--- src/hw/rtl/mmlp_pkg.sv ---
package mmlp_pkg;

    localparam int NAME_CAPACITY = 1024;
    localparam int CNT_W         = $clog2(NAME_CAPACITY);
    localparam int WORD_W        = 64;
    localparam int NAME_LEN_W    = 10;

    // result kinds
    localparam logic [1:0] KIND_NAME      = 2'd0;
    localparam logic [1:0] KIND_RECORD    = 2'd1;
    localparam logic [1:0] KIND_MALFORMED = 2'd2;
    localparam logic [1:0] KIND_END       = 2'd3;

    // characters the syntax is built from
    localparam logic [7:0] CH_NUL    = 8'h00;
    localparam logic [7:0] CH_NL     = 8'h0a;
    localparam logic [7:0] CH_SPACE  = 8'h20;
    localparam logic [7:0] CH_DASH   = 8'h2d;
    localparam logic [7:0] CH_COLON  = 8'h3a;
    localparam logic [7:0] CH_SLASH  = 8'h2f;
    localparam logic [7:0] CH_LBRACK = 8'h5b;
    localparam logic [7:0] CH_LPAREN = 8'h28;
    localparam logic [7:0] CH_ZERO   = 8'h30;
    localparam logic [7:0] CH_NINE   = 8'h39;
    localparam logic [7:0] CH_R      = 8'h72;
    localparam logic [7:0] CH_W      = 8'h77;
    localparam logic [7:0] CH_X      = 8'h78;
    localparam logic [7:0] CH_S      = 8'h73;
    localparam logic [7:0] CH_P      = 8'h70;

    typedef struct packed {
        logic [7:0] char_in;
        logic       end_of_input;
    } t_in_item;

    typedef struct packed {
        logic [1:0]            kind;
        logic [WORD_W-1:0]     start_addr;
        logic [WORD_W-1:0]     end_addr;
        logic [WORD_W-1:0]     file_offset;
        logic [WORD_W-1:0]     dev_major;
        logic [WORD_W-1:0]     dev_minor;
        logic [WORD_W-1:0]     inode_number;
        logic [2:0]            prot_bits;
        logic                  is_shared;
        logic                  is_anonymous;
        logic [7:0]            name_char;
        logic [NAME_LEN_W-1:0] name_length;
    } t_out_item;

    // {valid, value} of a hex digit character
    function automatic logic [4:0] hex_digit(input logic [7:0] c);
        logic [7:0] diff;
        logic [4:0] res;
        res  = '0;
        diff = '0;
        if (c >= 8'h30 && c <= 8'h39) begin
            diff = c - 8'h30;
            res  = {1'b1, diff[3:0]};
        end else if (c >= 8'h61 && c <= 8'h66) begin
            diff = c - 8'h57;
            res  = {1'b1, diff[3:0]};
        end else if (c >= 8'h41 && c <= 8'h46) begin
            diff = c - 8'h37;
            res  = {1'b1, diff[3:0]};
        end
        return res;
    endfunction

endpackage

--- src/hw/rtl/mmlp_parser.sv ---
module mmlp_parser (
    input  logic               i_clk,
    input  logic               i_rst_n,
    input  logic               i_fire,
    input  mmlp_pkg::t_in_item i_item,
    output logic               o_res_valid,
    output mmlp_pkg::t_out_item o_res
);
    import mmlp_pkg::*;

    localparam logic [3:0] PH_LINE    = 4'd0;
    localparam logic [3:0] PH_END     = 4'd1;
    localparam logic [3:0] PH_R       = 4'd2;
    localparam logic [3:0] PH_W       = 4'd3;
    localparam logic [3:0] PH_X       = 4'd4;
    localparam logic [3:0] PH_S       = 4'd5;
    localparam logic [3:0] PH_SP      = 4'd6;
    localparam logic [3:0] PH_OFF     = 4'd7;
    localparam logic [3:0] PH_MAJ     = 4'd8;
    localparam logic [3:0] PH_MIN     = 4'd9;
    localparam logic [3:0] PH_INODE   = 4'd10;
    localparam logic [3:0] PH_SPACES  = 4'd11;
    localparam logic [3:0] PH_NAME    = 4'd12;
    localparam logic [3:0] PH_DISCARD = 4'd13;

    logic [3:0]        r_phase, n_phase;
    logic [WORD_W-1:0] r_acc, n_acc;
    logic [WORD_W-1:0] r_start, n_start;
    logic [WORD_W-1:0] r_end, n_end;
    logic [WORD_W-1:0] r_off, n_off;
    logic [WORD_W-1:0] r_maj, n_maj;
    logic [WORD_W-1:0] r_min, n_min;
    logic [3:0]        r_perm, n_perm;
    logic [CNT_W-1:0]  r_cnt, n_cnt;
    logic              r_digits, n_digits;

    logic [7:0]        c;
    logic              is_end;
    logic              is_nl;
    logic [4:0]        hv;
    logic              hex_ok;
    logic              dec_ok;
    logic [WORD_W-1:0] acc_hex;
    logic [WORD_W-1:0] acc_dec;
    logic              name_start;
    logic              name_full;
    logic              do_fail, do_rec, do_eos, do_name, do_restart;

    assign c          = i_item.char_in;
    assign is_end     = i_item.end_of_input || (c == CH_NUL);
    assign is_nl      = (c == CH_NL);
    assign hv         = hex_digit(c);
    assign hex_ok     = hv[4];
    assign dec_ok     = (c >= CH_ZERO) && (c <= CH_NINE);
    assign acc_hex    = {r_acc[WORD_W-5:0], hv[3:0]};
    assign acc_dec    = (r_acc << 3) + (r_acc << 1) + WORD_W'(c[3:0]);
    assign name_start = (c == CH_SLASH) || (c == CH_LBRACK) || (c == CH_LPAREN);
    assign name_full  = (r_cnt == CNT_W'(NAME_CAPACITY - 1));

    always_comb begin
        n_phase    = r_phase;
        n_acc      = r_acc;
        n_start    = r_start;
        n_end      = r_end;
        n_off      = r_off;
        n_maj      = r_maj;
        n_min      = r_min;
        n_perm     = r_perm;
        n_cnt      = r_cnt;
        n_digits   = r_digits;
        do_fail    = 1'b0;
        do_rec     = 1'b0;
        do_eos     = 1'b0;
        do_name    = 1'b0;
        do_restart = 1'b0;

        if (r_phase == PH_DISCARD) begin
            // drop everything up to the newline or the end of input
            if (is_end) begin
                do_eos = 1'b1;
            end else if (is_nl) begin
                do_restart = 1'b1;
            end
        end else if (is_end) begin
            if (r_phase == PH_LINE && !r_digits) begin
                do_eos = 1'b1;
            end else begin
                do_fail = 1'b1;
            end
        end else begin
            unique case (r_phase)
                PH_LINE: begin
                    if (hex_ok) begin
                        n_acc    = acc_hex;
                        n_digits = 1'b1;
                    end else if (c == CH_DASH) begin
                        n_start = r_acc;
                        n_acc   = '0;
                        n_phase = PH_END;
                    end else begin
                        do_fail = 1'b1;
                    end
                end
                PH_END: begin
                    if (hex_ok) begin
                        n_acc = acc_hex;
                    end else if (c == CH_SPACE && r_acc >= r_start) begin
                        n_end   = r_acc;
                        n_acc   = '0;
                        n_phase = PH_R;
                    end else begin
                        do_fail = 1'b1;
                    end
                end
                PH_R, PH_W, PH_X: begin
                    if (r_phase == PH_R && c == CH_R) begin
                        n_perm[0] = 1'b1;
                    end else if (r_phase == PH_W && c == CH_W) begin
                        n_perm[1] = 1'b1;
                    end else if (r_phase == PH_X && c == CH_X) begin
                        n_perm[2] = 1'b1;
                    end else if (c != CH_DASH) begin
                        do_fail = 1'b1;
                    end
                    n_phase = r_phase + 4'd1;
                end
                PH_S: begin
                    if (c == CH_S) begin
                        n_perm[3] = 1'b1;
                    end else if (c != CH_P) begin
                        do_fail = 1'b1;
                    end
                    n_phase = PH_SP;
                end
                PH_SP: begin
                    if (c == CH_SPACE) begin
                        n_acc   = '0;
                        n_phase = PH_OFF;
                    end else begin
                        do_fail = 1'b1;
                    end
                end
                PH_OFF, PH_MAJ, PH_MIN: begin
                    if (hex_ok) begin
                        n_acc = acc_hex;
                    end else if (r_phase == PH_OFF && c == CH_SPACE) begin
                        n_off   = r_acc;
                        n_acc   = '0;
                        n_phase = PH_MAJ;
                    end else if (r_phase == PH_MAJ && c == CH_COLON) begin
                        n_maj   = r_acc;
                        n_acc   = '0;
                        n_phase = PH_MIN;
                    end else if (r_phase == PH_MIN && c == CH_SPACE) begin
                        n_min   = r_acc;
                        n_acc   = '0;
                        n_phase = PH_INODE;
                    end else begin
                        do_fail = 1'b1;
                    end
                end
                PH_INODE, PH_SPACES: begin
                    if (r_phase == PH_INODE && dec_ok) begin
                        n_acc = acc_dec;
                    end else begin
                        n_phase = PH_SPACES;
                        if (c == CH_SPACE) begin
                            n_phase = PH_SPACES;
                        end else if (name_start) begin
                            if (name_full) begin
                                do_fail = 1'b1;
                            end else begin
                                n_cnt   = r_cnt + CNT_W'(1);
                                n_phase = PH_NAME;
                                do_name = 1'b1;
                            end
                        end else if (is_nl) begin
                            do_rec = 1'b1;
                        end else begin
                            do_fail = 1'b1;
                        end
                    end
                end
                PH_NAME: begin
                    if (is_nl) begin
                        do_rec = 1'b1;
                    end else if (name_full) begin
                        do_fail = 1'b1;
                    end else begin
                        n_cnt   = r_cnt + CNT_W'(1);
                        do_name = 1'b1;
                    end
                end
                default: begin
                    do_restart = 1'b1;
                end
            endcase
        end

        // back to line start; a bad character mid-line starts a discard
        if (do_fail || do_rec || do_eos || do_restart) begin
            n_phase  = (do_fail && !is_end && !is_nl) ? PH_DISCARD : PH_LINE;
            n_acc    = '0;
            n_perm   = '0;
            n_cnt    = '0;
            n_digits = 1'b0;
        end
    end

    always_comb begin
        o_res       = '0;
        o_res_valid = do_fail || do_rec || do_eos || do_name;
        if (do_name) begin
            o_res.kind      = KIND_NAME;
            o_res.name_char = c;
        end else if (do_rec) begin
            o_res.kind         = KIND_RECORD;
            o_res.start_addr   = r_start;
            o_res.end_addr     = r_end;
            o_res.file_offset  = r_off;
            o_res.dev_major    = r_maj;
            o_res.dev_minor    = r_min;
            o_res.inode_number = r_acc;
            o_res.prot_bits    = r_perm[2:0];
            o_res.is_shared    = r_perm[3];
            o_res.is_anonymous = (r_cnt == '0);
            o_res.name_length  = NAME_LEN_W'(r_cnt);
        end else if (do_fail) begin
            o_res.kind = KIND_MALFORMED;
        end else if (do_eos) begin
            o_res.kind = KIND_END;
        end
    end

    always_ff @(posedge i_clk) begin
        if (!i_rst_n) begin
            r_phase  <= PH_LINE;
            r_acc    <= '0;
            r_start  <= '0;
            r_end    <= '0;
            r_off    <= '0;
            r_maj    <= '0;
            r_min    <= '0;
            r_perm   <= '0;
            r_cnt    <= '0;
            r_digits <= 1'b0;
        end else if (i_fire) begin
            r_phase  <= n_phase;
            r_acc    <= n_acc;
            r_start  <= n_start;
            r_end    <= n_end;
            r_off    <= n_off;
            r_maj    <= n_maj;
            r_min    <= n_min;
            r_perm   <= n_perm;
            r_cnt    <= n_cnt;
            r_digits <= n_digits;
        end
    end

    a_cnt_only_in_name: assert property (@(posedge i_clk) disable iff (!i_rst_n)
        (r_cnt != '0) |-> (r_phase == PH_NAME))
        else $error("name count live outside name phase");

    a_discard_clean: assert property (@(posedge i_clk) disable iff (!i_rst_n)
        (r_phase == PH_DISCARD) |-> (r_acc == '0 && r_perm == '0 && !r_digits))
        else $error("discard entered without line restart");

    a_eos_resets: assert property (@(posedge i_clk) disable iff (!i_rst_n)
        (i_fire && do_eos) |=> (r_phase == PH_LINE && r_acc == '0))
        else $error("end of input did not return to line start");

endmodule

--- src/hw/rtl/memory_map_line_parser.sv ---
// Flow: a character is held in the input register, and its result, if any,
//   is then loaded into the output register, from which the consumer takes it.
// Throughput: one character per cycle; a result held by a stalled consumer
//   holds the parse step, and the input stalls once the input register fills.
// Reset: synchronous, active low; the parser returns to line start with all
//   numbers cleared, and both the input and output registers empty.
module memory_map_line_parser (
    input  logic                i_clk,
    input  logic                i_rst_n,
    input  logic                i_in_valid,
    output logic                o_in_stall,
    input  mmlp_pkg::t_in_item  i_in_item,
    output logic                o_out_valid,
    input  logic                i_out_stall,
    output mmlp_pkg::t_out_item o_out_item
);
    import mmlp_pkg::*;

    // input register: holds one character beat
    logic      r_in_valid;
    t_in_item  r_in_item;

    // output register: holds one result beat
    logic      r_out_valid;
    t_out_item r_out_item;

    logic      out_free;
    logic      fire;
    logic      in_accept;
    logic      res_valid;
    t_out_item res;

    // The parse step runs whenever a character is held and the output register can take a result.
    // While the consumer holds a result, every character waits, even one
    // that yields none.
    assign out_free   = !r_out_valid || !i_out_stall;
    assign fire       = r_in_valid && out_free;
    assign o_in_stall = r_in_valid && !fire;
    assign in_accept  = i_in_valid && !o_in_stall;

    assign o_out_valid = r_out_valid;
    assign o_out_item  = r_out_item;

    mmlp_parser u_parser (
        .i_clk       (i_clk),
        .i_rst_n     (i_rst_n),
        .i_fire      (fire),
        .i_item      (r_in_item),
        .o_res_valid (res_valid),
        .o_res       (res)
    );

    // Capture a new beat whenever the held one moves on (or none is held).
    always_ff @(posedge i_clk) begin
        if (!i_rst_n) begin
            r_in_valid <= 1'b0;
        end else begin
            r_in_valid <= in_accept || (r_in_valid && !fire);
        end
    end

    always_ff @(posedge i_clk) begin
        if (in_accept) begin
            r_in_item <= i_in_item;
        end
    end

    // Load a result when free; hold it while the consumer stalls.
    always_ff @(posedge i_clk) begin
        if (!i_rst_n) begin
            r_out_valid <= 1'b0;
        end else if (out_free) begin
            r_out_valid <= r_in_valid && res_valid;
        end
    end

    always_ff @(posedge i_clk) begin
        if (out_free && r_in_valid && res_valid) begin
            r_out_item <= res;
        end
    end

    a_stall_needs_beat: assert property (@(posedge i_clk) disable iff (!i_rst_n)
        o_in_stall |-> r_in_valid)
        else $error("input stalled with empty input register");

    a_no_step_when_blocked: assert property (@(posedge i_clk) disable iff (!i_rst_n)
        (r_out_valid && i_out_stall) |-> !fire)
        else $error("parse step taken while result is blocked");

    a_reset_empties: assert property (@(posedge i_clk)
        !i_rst_n |=> (!o_out_valid && !r_in_valid))
        else $error("registers not empty after reset");

endmodule
--- config.mk ---
export PLATFORM = sky130hd
export DESIGN_NAME = memory_map_line_parser
export DESIGN_NICKNAME = d
export VERILOG_FILES = /design/src/hw/rtl/mmlp_pkg.sv /design/src/hw/rtl/mmlp_parser.sv /design/src/hw/rtl/memory_map_line_parser.sv
export SDC_FILE = /design/constraint.sdc
export NUM_CORES = 2
export LEC_CHECK = 0
export ABC_CLOCK_PERIOD_IN_PS = 40200
export BUFFER_PORTS_ARGS = -buffer_cell sky130_fd_sc_hd__buf_4
export CAP_MARGIN = 20
export CORE_MARGIN = 2
export CORE_UTILIZATION = 30
export CTS_CLUSTER_SIZE = 8
export DETAILED_ROUTE_END_ITERATION = 16
export PLACE_DENSITY = 0.54
export REMOVE_ABC_BUFFERS = 1
export SLEW_MARGIN = 30
export SYNTH_ARGS = -nofsm -noshare
export SYNTH_HDL_FRONTEND = slang
export SYNTH_HIERARCHICAL = 1
export SYNTH_SLANG_ARGS = --single-unit
--- constraint.sdc ---
create_clock -name i_clk -period 40.2 [get_ports i_clk]
set_input_delay 8.04 -clock i_clk [delete_from_list [all_inputs] [get_ports i_clk]]
set_output_delay 8.04 -clock i_clk [all_outputs]
set_load 0.005 [all_outputs]
==> results.toml <==
[status]
status = "finished clean"

[critical_path]
crit-reg2reg-launch = "u_parser/r_acc[0]"
crit_path_start = "i_out_stall"
r2r_slack_ns = 34.12
critical_path_class = "primary input to primary output"
path_cells = "buf_4, and3_4, buf_4"
crit_path_start_kind = "primary input"
worst-path-buf-inv = 2
cp-end-kind = "primary output"
cp.required_ns = 32.16
reg2regPathDepth = 15
crit_path_top_delay_cell = "and3_4"
critPathMaxFanout = 3
cpLargestDelayFamily = "buffers and inverters"
worst_ep_arrival_time_ns = 8.48
crit_top_cell = "buf_4"
max_stage_delay_ns = 0.18
r2r-end = "o_out_item[107]"

[worst_hold_path]
holdCritStartpoint = "u_parser/r_off[20]"
hold_path_depth = 2
hp-class = "flop to flop"
min_to = "u_parser/r_off[20]"

[layout]
fillers = 12200
drive_gt1_share_pct = 15.3
nNetsFinal = 4261
antenna_cells = 0
syn2layout_area_growth_pct = 21.8

[clock_tree]
path_clk_slew_ns = 0.05
cts_tree = "yes"
cts_max_level = 3
cts_root_buf = "clkbuf_16"
cts_resized = 0
cts_sinks = 823
cts_setup_buffers = 0
cts_buffers = 115
ctsHoldBuffers = 0
cts_max_path_buffers = 3
clock_latency_ns = 0.70

[floorplan]
die_w_um = 355
io_pins = 424
start_util_pct = 30.3
core_mm2 = 0.122
die_area_mm2 = 0.126
die_h_um = 355
rows = 128

[placed_design]
place.gp.congestion = 0.858
hpwlAfterDp_mm = 70.9
portBuffers = 423
place_ws_ns = 23.68

[logic_synthesis]
synthesis.instances = 3742
synth_top_area_share_pct = 34.0
synth-async-reset-ratio_pct = 0
synth_flop_cell = "edfxtp_1"
ys_top_cells_by_count = "813 x nand2_1, 457 x a21oi_1, 426 x and2_1"
ys_seq_area_share_pct = 56.0
synth_most_common_cell = "nand2_1"
ys_ff_latch = 823
synth_top_area_cell = "edfxtp_1"
syn_area_per_cell_um2 = 9.86
synth_edf_count = 418
synth_top_cells_by_area = "edfxtp_1 34%, dfxtp_1 22%, nand2_1 8.3%"
ys_types = 81
yosysWarnings = 6
netlist_area_mm2 = 0.0369

[timing]
clock-skew-final_ns = 0.0279
min_period_ns = 16.52
fin_crit_sh_pct = 41.1
relSlewSlack_pct = 39.1
hold_ws_ns = 0.446
fin_setup_tns_ns = 0
slew_violations = 0
worst_slew_pin_slew_ns = 0.914
rsz0062_at_grt = "no"
worst_slack_ns = 23.68
setup_viol = 0
finalHoldViolCount = 0
clock.fmax_mhz = 60.5

[global_route]
grt_max_degree = 164
grt.overflow.total = 0
track_usage_pct = 17.2
grt_pass1_wl_mm = 167
grt_pass1_vias = 26500
antenna_found_initial = 1

[drt]
drc = 0
antenna_left = 0
wl_per_cell_um = 19.3
vias = 27500
drt-vias-per-instance = 4.77
drt_iter0_markers = 1746
dr.pass1.iters = 5
drt_wl_total_mm = 111

[pwr]
leakagePower_nw = 16.8
p_clk_share_pct = 45.5
powerDensity_mw_per_mm2 = 44.6
internal-power_mw = 1.53
swShare_pct = 23.8
vdd_drop_max_mv = 0.0379
p_seq_share_pct = 47.3
power.switching_mw = 0.477
comb_power_share_pct = 7.1

[job]
maxCapViolations = 0
## cell families after synthesis
logic type / share of synthesized area [%]
buf+inv: 3.88
fa+ha+maj: 6.76
flops: 56.0
compound gates: 12.0
simple gates: 19.7
mux: 0.0577
xor+xnor: 1.59
## power by group through the flow
stage	clock [mW]	combinational, mW	sequential [mW]
2_1_floorplan	0	0.0492	1.00
3_3_place_gp	0	0.144	0.966
3_5_place_dp	0	0.146	0.965
4_1_cts	0.939	0.146	0.949
5_1_grt	0.974	0.154	0.951
6_report	0.912	0.143	0.948
## how the worst max path moves through the flow
stage	to	cells past startpoint	slack, ns
final	o_in_stall	3	23.68
after floorplan	o_out_item[0]	10	9.14
after CTS	o_in_stall	3	23.67
after global routing	o_in_stall	3	23.67
after detailed placement	o_in_stall	3	23.68
after global placement	o_in_stall	3	23.68
## metrics by stage
step	std cells	instance area, um2	power (mW)	utilization [%]
floorplan	3469	35800	1.05	-
detailed placement	5558	41500	1.11	34.1
CTS	5768	44900	2.03	36.9
finish	5768	44900	2.00	36.9
global route	5768	44900	2.08	36.9
global placement	5553	41400	1.11	34.0
## registers in the layout, indices dropped and copies added (netlist names)
name,cells
o_out_item,409
u_parser/r_phase,4
u_parser/r_digits,1
u_parser/r_start,64
r_in_valid,1
u_parser/r_cnt,10
u_parser/r_acc,64
u_parser/r_end,64
u_parser/r_maj,64
r_in_item,9
u_parser/r_perm,4
o_out_valid,1
u_parser/r_off,64
u_parser/r_min,64
## worst reg2reg max path, stage by stage (launching register included)
cell	delay, ns
dfxtp_1	0.65
inv_1	0.17
ha_1	0.32
nand2b_1	0.15
a2111oi_0	0.47
nand3b_1	0.26
a31oi_1	0.25
o21bai_1	0.20
nand3_1	0.39
a31oi_1	0.51
nor2_1	0.14
nand2_1	0.11
nand2_1	0.10
a21oi_4	0.42
buf_12	0.65
buf_12	0.83
## routing by layer
metal | routed length, um | GRT usage (%)
met1 | 51100 | 23.4
met2 | 52800 | 28.2
met3 | 4930 | 2.65
met4 | 2280 | 4.69
met5 | 0 | 0
## layout make-up
type	instances	area [um2]	area share, %
clock buffer	199	3240	7.22
clock inverter	11	141	0.315
inverter	96	368	0.819
multi-input combinational	2550	14900	33.2
sequential	823	20700	46.0
tap	1625	2030	4.52
timing repair buffer	464	3590	8.00
## cell usage in the layout, fill, tap and decap left out, types with 16 or more instances in the layout
cell / instances
nor3_1: 19
clkbuf_16: 116
dfxtp_1: 405
edfxtp_1: 418
and2_1: 426
a22oi_1: 21
ha_1: 196
nand2_1: 813
nor2_1: 76
nand4_1: 33
a21o_1: 31
buf_4: 453
o21ai_0: 107
xor2_1: 33
clkbuf_1: 80
nand3_1: 64
xnor2_1: 34
inv_1: 95
a21oi_1: 455
nor2b_1: 16
Note: power is estimated with default switching activity, not from simulation.
